**config.mk**
```make
export PLATFORM = sky130hd
export DESIGN_NAME = lru_key_value_cache_unit
export DESIGN_NICKNAME = d
export VERILOG_FILES = /design/src/rtl/core/lkvc_pkg.sv /design/src/rtl/core/lkvc_dir.sv /design/src/rtl/core/lkvc_vals.sv /design/src/rtl/core/lru_key_value_cache_unit.sv
export SDC_FILE = /design/constraint.sdc
export NUM_CORES = 2
export LEC_CHECK = 0
export ABC_CLOCK_PERIOD_IN_PS = 8400
export BUFFER_PORTS_ARGS = -buffer_cell sky130_fd_sc_hd__buf_2
export CORE_UTILIZATION = 55
export CTS_CLUSTER_SIZE = 28
export DETAILED_ROUTE_END_ITERATION = 7
export MAX_ROUTING_LAYER = met4
export PLACE_DENSITY = 0.71
export SLEW_MARGIN = 20
export SYNTH_ARGS = -nofsm -noshare
export SYNTH_HDL_FRONTEND = slang
export SYNTH_SLANG_ARGS = --single-unit
```
**constraint.sdc**
```tcl
create_clock -name clock -period 8.4 [get_ports clock]
set_clock_uncertainty 0.05 [all_clocks]
set_input_delay 2.52 -clock clock [delete_from_list [all_inputs] [get_ports clock]]
set_output_delay 2.52 -clock clock [all_outputs]
set_load 0.005 [all_outputs]
```
**src/rtl/core/lkvc_pkg.sv**
```systemverilog
// shared types and constants of the lru key-value cache
`default_nettype none

package lkvc_pkg;

   localparam int KEY_W     = 32;
   localparam int VAL_W     = 32;
   localparam int CAP_W     = 5;
   localparam logic [CAP_W-1:0] CAP_RESET = 5'd16;

   // request kind carried in req_tuser
   typedef enum logic {
      ACT_GET = 1'b0,
      ACT_PUT = 1'b1
   } lkvc_action_type;

   // decision of the directory for the value store
   typedef struct packed {
      logic found;     // key was present before this transaction
      logic wr;        // write the value at the chosen slot
      logic rd;        // read the value at the chosen slot
   } lkvc_ctl_type;

endpackage

`default_nettype wire

```
**src/rtl/core/lkvc_dir.sv**
```systemverilog
// key directory: parallel key match, recency ranks, valid bits and occupancy
`default_nettype none

module lkvc_dir
   import lkvc_pkg::*;
#(
   parameter int MAX_ENTRIES = 16
) (
   input  wire logic                    clock,
   input  wire logic                    reset,
   input  wire logic                    fire,
   input  wire lkvc_action_type         action,
   input  wire logic [KEY_W-1:0]        key,
   input  wire logic [CAP_W-1:0]        capacity,
   output lkvc_ctl_type                 ctl,
   output logic [((MAX_ENTRIES > 1) ? $clog2(MAX_ENTRIES) : 1)-1:0] slot
);

   localparam int IDX_W = (MAX_ENTRIES > 1) ? $clog2(MAX_ENTRIES) : 1;
   localparam int OCC_W = $clog2(MAX_ENTRIES + 1);
   localparam int CMP_W = (OCC_W > CAP_W) ? OCC_W : CAP_W;

   logic [KEY_W-1:0]       keys_ff  [MAX_ENTRIES];
   logic [IDX_W-1:0]       rank_ff  [MAX_ENTRIES];
   logic [MAX_ENTRIES-1:0] valid_ff;
   logic [OCC_W-1:0]       occ_ff;
   logic [OCC_W-1:0]       occ_in;

   logic [MAX_ENTRIES-1:0] hit_vec;
   logic [MAX_ENTRIES-1:0] evict_vec;
   logic [IDX_W-1:0]       hit_idx;
   logic [IDX_W-1:0]       evict_idx;
   logic [IDX_W-1:0]       free_idx;
   logic [IDX_W-1:0]       hit_rank;
   logic [OCC_W-1:0]       occ_m1;
   logic [CMP_W-1:0]       eff_cap;
   logic                   full;
   logic                   is_put;
   logic                   found;
   logic                   touch;

   assign is_put = (action == ACT_PUT);
   assign occ_m1 = occ_ff - 1'b1;

   // capacity clamped to the range one .. MAX_ENTRIES
   always_comb begin
      eff_cap = CMP_W'(capacity);
      if (capacity == '0) begin
         eff_cap = CMP_W'(1);
      end else if (CMP_W'(capacity) > CMP_W'(MAX_ENTRIES)) begin
         eff_cap = CMP_W'(MAX_ENTRIES);
      end
   end

   assign full = (CMP_W'(occ_ff) >= eff_cap) && (occ_ff != '0);

   // parallel key compare and oldest-entry match
   always_comb begin
      for (int i = 0; i < MAX_ENTRIES; i++) begin
         hit_vec[i]   = valid_ff[i] && (keys_ff[i] == key);
         evict_vec[i] = valid_ff[i] && (OCC_W'(rank_ff[i]) == occ_m1);
      end
   end

   // one-hot to index, and the rank of the hit entry
   always_comb begin
      hit_idx   = '0;
      evict_idx = '0;
      hit_rank  = '0;
      for (int i = 0; i < MAX_ENTRIES; i++) begin
         if (hit_vec[i]) begin
            hit_idx  = hit_idx | IDX_W'(i);
            hit_rank = hit_rank | rank_ff[i];
         end
         if (evict_vec[i]) begin
            evict_idx = evict_idx | IDX_W'(i);
         end
      end
   end

   // lowest free entry
   always_comb begin
      free_idx = '0;
      for (int i = MAX_ENTRIES - 1; i >= 0; i--) begin
         if (!valid_ff[i]) begin
            free_idx = IDX_W'(i);
         end
      end
   end

   assign found = |hit_vec;
   assign touch = found || is_put;

   always_comb begin
      if (found) begin
         slot = hit_idx;
      end else if (full) begin
         slot = evict_idx;
      end else begin
         slot = free_idx;
      end
   end

   assign ctl.found = found;
   assign ctl.wr    = is_put;
   assign ctl.rd    = !is_put && found;

   // occupancy grows only on an insert into a free entry
   always_comb begin
      occ_in = occ_ff;
      if (is_put && !found && !full) begin
         occ_in = occ_ff + 1'b1;
      end
   end

   // control state
   always_ff @(posedge clock) begin
      if (reset) begin
         valid_ff <= '0;
         occ_ff   <= '0;
      end else if (fire) begin
         occ_ff <= occ_in;
         if (is_put && !found) begin
            valid_ff[slot] <= 1'b1;
         end
      end
   end

   // keys and recency ranks
   always_ff @(posedge clock) begin
      if (fire && touch) begin
         for (int i = 0; i < MAX_ENTRIES; i++) begin
            if (IDX_W'(i) == slot) begin
               rank_ff[i] <= '0;
            end else if (valid_ff[i] && (!found || (rank_ff[i] < hit_rank))) begin
               rank_ff[i] <= rank_ff[i] + 1'b1;
            end
         end
         if (is_put && !found) begin
            keys_ff[slot] <= key;
         end
      end
   end

endmodule

`default_nettype wire

```
**src/rtl/core/lkvc_vals.sv**
```systemverilog
// value store: one-port memory with registered read data
`default_nettype none

module lkvc_vals
   import lkvc_pkg::*;
#(
   parameter int MAX_ENTRIES = 16
) (
   input  wire logic                    clock,
   input  wire logic                    fire,
   input  wire lkvc_ctl_type            ctl,
   input  wire logic [((MAX_ENTRIES > 1) ? $clog2(MAX_ENTRIES) : 1)-1:0] slot,
   input  wire logic [VAL_W-1:0]        wr_value,
   output logic [VAL_W-1:0]             rd_value
);

   logic [VAL_W-1:0] mem [MAX_ENTRIES];
   logic [VAL_W-1:0] rdata_ff;

   // a transaction writes, reads or does neither, never both
   always_ff @(posedge clock) begin
      if (fire) begin
         if (ctl.wr) begin
            mem[slot] <= wr_value;
         end else if (ctl.rd) begin
            rdata_ff <= mem[slot];
         end
      end
   end

   assign rd_value = rdata_ff;

endmodule

`default_nettype wire

```
**src/rtl/core/lru_key_value_cache_unit.sv**
```systemverilog
// top level of the fully associative lru key-value cache
//
//   channel | dir | tdata                          | tuser
//   req_    | in  | key [31:0], value [63:32]      | action (0 get, 1 put)
//   rsp_    | out | read_value [31:0]              | found
//   csr_    | in  | capacity, write only           | -
//
// one transaction per cycle while rsp_tready does not stall the result; the
// response passes the input register, then the result register, before
// rsp_tvalid rises. the rate is set by the directory update: parallel key
// compare plus recency rank update.
// reset clears valid bits and occupancy at once, no clearing pass.
// with rsp_tready low the result holds and one more request is taken into
// the input register before req_tready drops.
`default_nettype none

module lru_key_value_cache_unit
   import lkvc_pkg::*;
#(
   parameter int MAX_ENTRIES = 16
) (
   input  wire logic                 clock,
   input  wire logic                 reset,
   // request channel
   input  wire logic                 req_tvalid,
   output logic                      req_tready,
   input  wire logic [63:0]          req_tdata,   // key [31:0], value [63:32]
   input  wire logic                 req_tuser,   // action [0]
   // response channel
   output logic                      rsp_tvalid,
   input  wire logic                 rsp_tready,
   output logic [31:0]               rsp_tdata,   // read_value [31:0]
   output logic                      rsp_tuser,   // found [0]
   // configuration
   input  wire logic                 csr_wr_en,
   input  wire logic [CAP_W-1:0]     csr_wr_data
);

   localparam int IDX_W = (MAX_ENTRIES > 1) ? $clog2(MAX_ENTRIES) : 1;

   logic                 in_vld_ff;
   logic                 in_vld_in;
   lkvc_action_type      in_act_ff;
   logic [KEY_W-1:0]     in_key_ff;
   logic [VAL_W-1:0]     in_val_ff;
   logic                 rsp_vld_ff;
   logic                 rsp_vld_in;
   logic                 found_ff;
   logic                 get_hit_ff;
   logic [CAP_W-1:0]     cap_ff;
   logic                 fire;
   logic                 req_acc;
   lkvc_ctl_type         ctl;
   logic [IDX_W-1:0]     slot;
   logic [VAL_W-1:0]     rd_value;

   // stage handshake
   assign fire       = in_vld_ff && (!rsp_vld_ff || rsp_tready);
   assign req_tready = !in_vld_ff || fire;
   assign req_acc    = req_tvalid && req_tready;

   always_comb begin
      in_vld_in = in_vld_ff;
      if (req_acc) begin
         in_vld_in = 1'b1;
      end else if (fire) begin
         in_vld_in = 1'b0;
      end
   end

   always_comb begin
      rsp_vld_in = rsp_vld_ff;
      if (fire) begin
         rsp_vld_in = 1'b1;
      end else if (rsp_tready) begin
         rsp_vld_in = 1'b0;
      end
   end

   // control registers and capacity
   always_ff @(posedge clock) begin
      if (reset) begin
         in_vld_ff  <= 1'b0;
         rsp_vld_ff <= 1'b0;
         cap_ff     <= CAP_RESET;
      end else begin
         in_vld_ff  <= in_vld_in;
         rsp_vld_ff <= rsp_vld_in;
         if (csr_wr_en) begin
            cap_ff <= csr_wr_data;
         end
      end
   end

   // input register
   always_ff @(posedge clock) begin
      if (req_acc) begin
         in_act_ff <= lkvc_action_type'(req_tuser);
         in_key_ff <= req_tdata[KEY_W-1:0];
         in_val_ff <= req_tdata[KEY_W+VAL_W-1:KEY_W];
      end
   end

   // result flags
   always_ff @(posedge clock) begin
      if (fire) begin
         found_ff   <= ctl.found;
         get_hit_ff <= ctl.rd;
      end
   end

   lkvc_dir #(
      .MAX_ENTRIES (MAX_ENTRIES)
   ) u_dir (
      .clock    (clock),
      .reset    (reset),
      .fire     (fire),
      .action   (in_act_ff),
      .key      (in_key_ff),
      .capacity (cap_ff),
      .ctl      (ctl),
      .slot     (slot)
   );

   lkvc_vals #(
      .MAX_ENTRIES (MAX_ENTRIES)
   ) u_vals (
      .clock    (clock),
      .fire     (fire),
      .ctl      (ctl),
      .slot     (slot),
      .wr_value (in_val_ff),
      .rd_value (rd_value)
   );

   assign rsp_tvalid = rsp_vld_ff;
   assign rsp_tuser  = found_ff;
   assign rsp_tdata  = get_hit_ff ? rd_value : '0;

endmodule

`default_nettype wire

```
==> results.txt <==
* Sequential cell area fraction in the yosys report: 68.7%
- On the critical path, the stage with the largest delay is an instance of sky130_fd_sc_hd__o21ba_2.
- Distinct cell type count after synthesis: 71
* Syn_area_per_cell: 15.3 um2
* Die area: 97100 um2
- HPWL after DPL: 79100 um
- For this configuration, the core starts out at a cell density of between 50% and 60%.
- Critical Path Sink Type: flip-flop
- Summing over every cut layer, the via total after detailed routing is 30304.
- After synthesis, the share of flip-flops with an asynchronous set or reset is 0%.
* Count of routing violations after the opening detailed-route iteration: 3585
- Cells with a size suffix above 1 make up 14.4% of the layout.
- In the final layout, the multi-input gates occupy ~16000 um2.
- Top cell type's share of synthesized area: between 60 and 70%
- The tree built by TritonCTS fans out to 1215 sinks.
- Post-CTS repair changed the size of 0 cells.
* RSZ-0062 raised after global routing: no
- By startpoint and endpoint, the worst setup path is classified as flip-flop to flip-flop.
* Peak supply drop: 0.000251 V
- Critical path's largest stage delay: 0.96 ns
- Power density normalized to cell area: between 200 and 250 nW/um2
- Library cell occupying the most area in the post-synthesis netlist: sky130_fd_sc_hd__edfxtp_1
- Worst-path clk slew: 0.06 ns
- After detailed routing, the total wire length is ~130000 um.
* Final-layout setup total negative slack: 0 ns
- H-tree Lvls: 3
- At the pin with the least slew margin, the transition time is around 1.1 ns.
- The path with the worst hold slack has its endpoint at cap_ff[0]$_SDFFE_PP0P_.
- Row Count: 113
- Mapped cell area: 52700 um2
- Counting buffers and inverters, the worst setup path is 11 cells deep.
- Summing the areas of all xor and xnor instances in the mapped netlist gives 10.4% of the synthesized area.
* Post-synthesis to final-layout area growth: 11.5%
- The analysis attributes to cell leakage a power of between 15 and 20 nW.
- The flow ran to the end, and the final reports show no timing, DRC or antenna violations.
- TritonCTS created 120 clock buffers.
- CP Data Required Time: 8.67 ns
* Highest attainable clock frequency: 159 MHz
- Final Max Slew Viols: 0
* Post-route core utilization: 61.8%
* Endpoints failing setup: 0
- Reg2Reg Setup Slack: 2.11 ns
- WP buf/inv: 1
- The initial antenna violation count was 1.
- Port buffering added 109 buffers.
* Fin cells: 4955
- Once detail routing completed, the nets flagged for antenna violations numbered 0.
- The final number of hold-violating endpoints came to 0.
* Clock tree from TritonCTS: yes
- Clock latency reported for the late side of the worst-skew pair: about 0.72 ns
- The worst setup path is launched from a flip-flop.
- In the final design database the tool counted approximately 3700 nets.
* Worst reg-to-reg path cell count: 11
- For this run, the number of Yosys warnings is 0.
* Post-layout minimum cycle time: 6.29 ns
- Measured against its own limit, the worst slew margin works out to 23.5%.
- Height of the die: 312 um
* Top-level port count: 110
* Routed vias/inst: 6.12
- Yosys mapped a number of flops with a built-in enable equal to about 1200.
- Final worst path period share: roughly 75%
- After layout, the design draws a total of ~13 mW.
- For this run, design rule violations remaining after detail routing come to 0.
- Overall die width: 312 um
- WL/cell: 26.5 um
- Floorplan core area: approximately 95000 um2
- Worst-path fanout max: 36
- Most common cell in the netlist: sky130_fd_sc_hd__edfxtp_1
* Syn Inst Count: 3447
* Combined global-route utilization of all metal layers: 27.8%
- Hold Crit Start: cap_ff[0]$_SDFFE_PP0P_
- Synthesis inferred roughly 1200 register bits.
- By area, the combinational part of the netlist is dominated by XOR/XNOR gates.
- Worst Slack Setup Final: 2.11 ns
- The worst hold path passes through 2 cells.
* Synthesized Nets: 3593
- Count of placed standard cells including taps: 4728
- Summing all flip-flop and latch instances after layout gives approximately 36000 um2.
- Top cell types by occurrence after synthesis: sky130_fd_sc_hd__edfxtp_1, sky130_fd_sc_hd__xor2_1, sky130_fd_sc_hd__xnor2_1
- Grouping stages by cell kind, the critical path spends the most delay in simple AND/OR/NAND/NOR gates.
- Across the run, the number of max-cap violations was 0.
- Kind of path behind the tightest hold check: flip-flop to flip-flop
- The number of global-route vias before repair came to 29912.
- CTS hold repair buffers: 0
- The first global-routing pass estimated 195000 um of wire.
* Adder-Cell Fraction of Synth Area: 1.69%
- Multiplexer cells account for 2.77% of the synthesized area.
* Fraction of the mapped netlist area in compound gates: 5.92%
- At the worst endpoint, the arrival time is 6.56 ns.
- R2r endpoint: u_vals.mem[14][30]$_DFFE_PP_
* Final estimated routing congestion in global placement: 0.980
- R2R Path Start: in_key_ff[22]$_DFFE_PP_
* Largest net degree at the start of global routing: between 150 and 200
* Clock root buffer: sky130_fd_sc_hd__clkbuf_16
- Timing analysis after detailed placement gives a worst setup slack of 2.20 ns.
* Post-CTS setup-driven buffer insertion count: 0
* Most area-consuming cells after synthesis: sky130_fd_sc_hd__edfxtp_1, sky130_fd_sc_hd__xor2_1, sky130_fd_sc_hd__xnor2_1, sky130_fd_sc_hd__mux2_2, sky130_fd_sc_hd__ha_1
* Critical-path cell list: buf_4 > xor2_1 > nor4_1 > and3_1 > and3_1 > nor4_1 > nand4_2 > o21a_1 > o21ba_2 > nand3_1 > nor2_4
- Number of detailed-route iterations in the first pass: 7
- GRT overflow: 0
- Fillcell total: 7056
- Simple-gate portion of the synthesized area: under 10%
* Synth Flop Type: sky130_fd_sc_hd__edfxtp_1
- The clock passes through at most 3 buffers.
-- where the power goes --
part	internal [mW]	leakage, nW	switching (mW)
Clock	3.00	1.86	2.25
Sequential	6.69	10.9	0.0698
Combinational	0.200	6.82	0.363
-- area by class of cell --
class | count | area share, %
Clock buffer | 156 | 5.41
Antenna cell | 1 | 0.00426
Multi-Input combinational cell | 2012 | 26.5
Tap cell | 1265 | 2.69
Sequential cell | 1215 | 61.6
Clock inverter | 67 | 1.09
Timing Repair Buffer | 205 | 2.45
Inverter | 34 | 0.217
-- layer usage --
layer	up-vias	share of wire (%)	wire length, um	track usage [%]
li1	13433	-	-	-
met1	15361	42	55400	37.7
met2	1273	48	62800	43.5
met3	237	6.9	9100	4.24
met4	0	2.9	3810	8.57
met5	-	0	0	-
-- registers in the layout (all words and copies together) (netlist names) --
register,cells
rsp_tuser,1
u_vals.mem,512
in_val_ff,32
in_vld_ff,1
cap_ff,5
u_dir.keys_ff,512
u_dir.rank_ff,64
get_hit_ff,1
rsp_tvalid,1
u_vals.rd_value,32
u_dir.valid_ff,16
in_act_ff,1
in_key_ff,32
u_dir.occ_ff,5
-- how the worst max path moves through the flow --
| stage | start | endpoint | slack, ns |
|---|---|---|---|
| floorplan | rsp_tready | u_dir.keys_ff[13][0]$_DFFE_PP_ | 2.89 |
| global placement | in_key_ff[20]$_DFFE_PP_ | u_vals.mem[7][5]$_DFFE_PP_ | 2.23 |
| detailed placement | in_key_ff[20]$_DFFE_PP_ | u_vals.mem[7][5]$_DFFE_PP_ | 2.20 |
| CTS | in_key_ff[22]$_DFFE_PP_ | u_vals.mem[7][12]$_DFFE_PP_ | 2.17 |
| global route | in_key_ff[22]$_DFFE_PP_ | u_vals.mem[14][22]$_DFFE_PP_ | 1.86 |
| finish | in_key_ff[22]$_DFFE_PP_ | u_vals.mem[14][30]$_DFFE_PP_ | 2.11 |
-- worst register-to-register path: cells and delay by family, from the launching register on --
family | cells | cell delay (ns)
xor gates and xnor gates | 1 | 0.19
buffers and inverters | 1 | 0.46
DFF | 1 | 0.81
AOI/OAI and AO/OA | 2 | 1.33
and+or+nand+nor | 7 | 3.01
-- cells in the final DEF (no fill, tap or decap), types with 71 or more instances in the layout --
cell | netlist | final
sky130_fd_sc_hd__clkbuf_16 | 0 | 122
sky130_fd_sc_hd__nand2_1 | 101 | 99
sky130_fd_sc_hd__mux2_2 | 96 | 96
sky130_fd_sc_hd__buf_2 | 72 | 109
sky130_fd_sc_hd__a21oi_1 | 87 | 87
sky130_fd_sc_hd__xnor2_1 | 268 | 267
sky130_fd_sc_hd__nand4_1 | 139 | 139
sky130_fd_sc_hd__nand3_1 | 81 | 81
sky130_fd_sc_hd__ha_1 | 71 | 71
sky130_fd_sc_hd__xor2_1 | 336 | 336
sky130_fd_sc_hd__edfxtp_1 | 1187 | 1187
sky130_fd_sc_hd__and2_1 | 123 | 121
sky130_fd_sc_hd__buf_4 | 34 | 84
sky130_fd_sc_hd__nor4_1 | 98 | 98
sky130_fd_sc_hd__o221ai_1 | 96 | 96
sky130_fd_sc_hd__nor2_1 | 114 | 80
sky130_fd_sc_hd__a21o_1 | 98 | 98
-- cells by family after synthesis --
group | count (synthesis)
fa+ha+maj | 71
simple gates | 778
mux | 134
flops | 1215
xor+xnor | 612
compound gates | 417
buf+inv | 220
-- per-stage QoR --
stage / instance area (um2) / hold WS [ns]
after floorplan: 52700 / 0.411
after CTS: 58700 / 0.470
after detailed placement: 54900 / 0.456
after global placement: 54800 / 0.443
after global routing: 58800 / 0.498
final: 58800 / 0.461
Power figures use the tool's default switching activity.
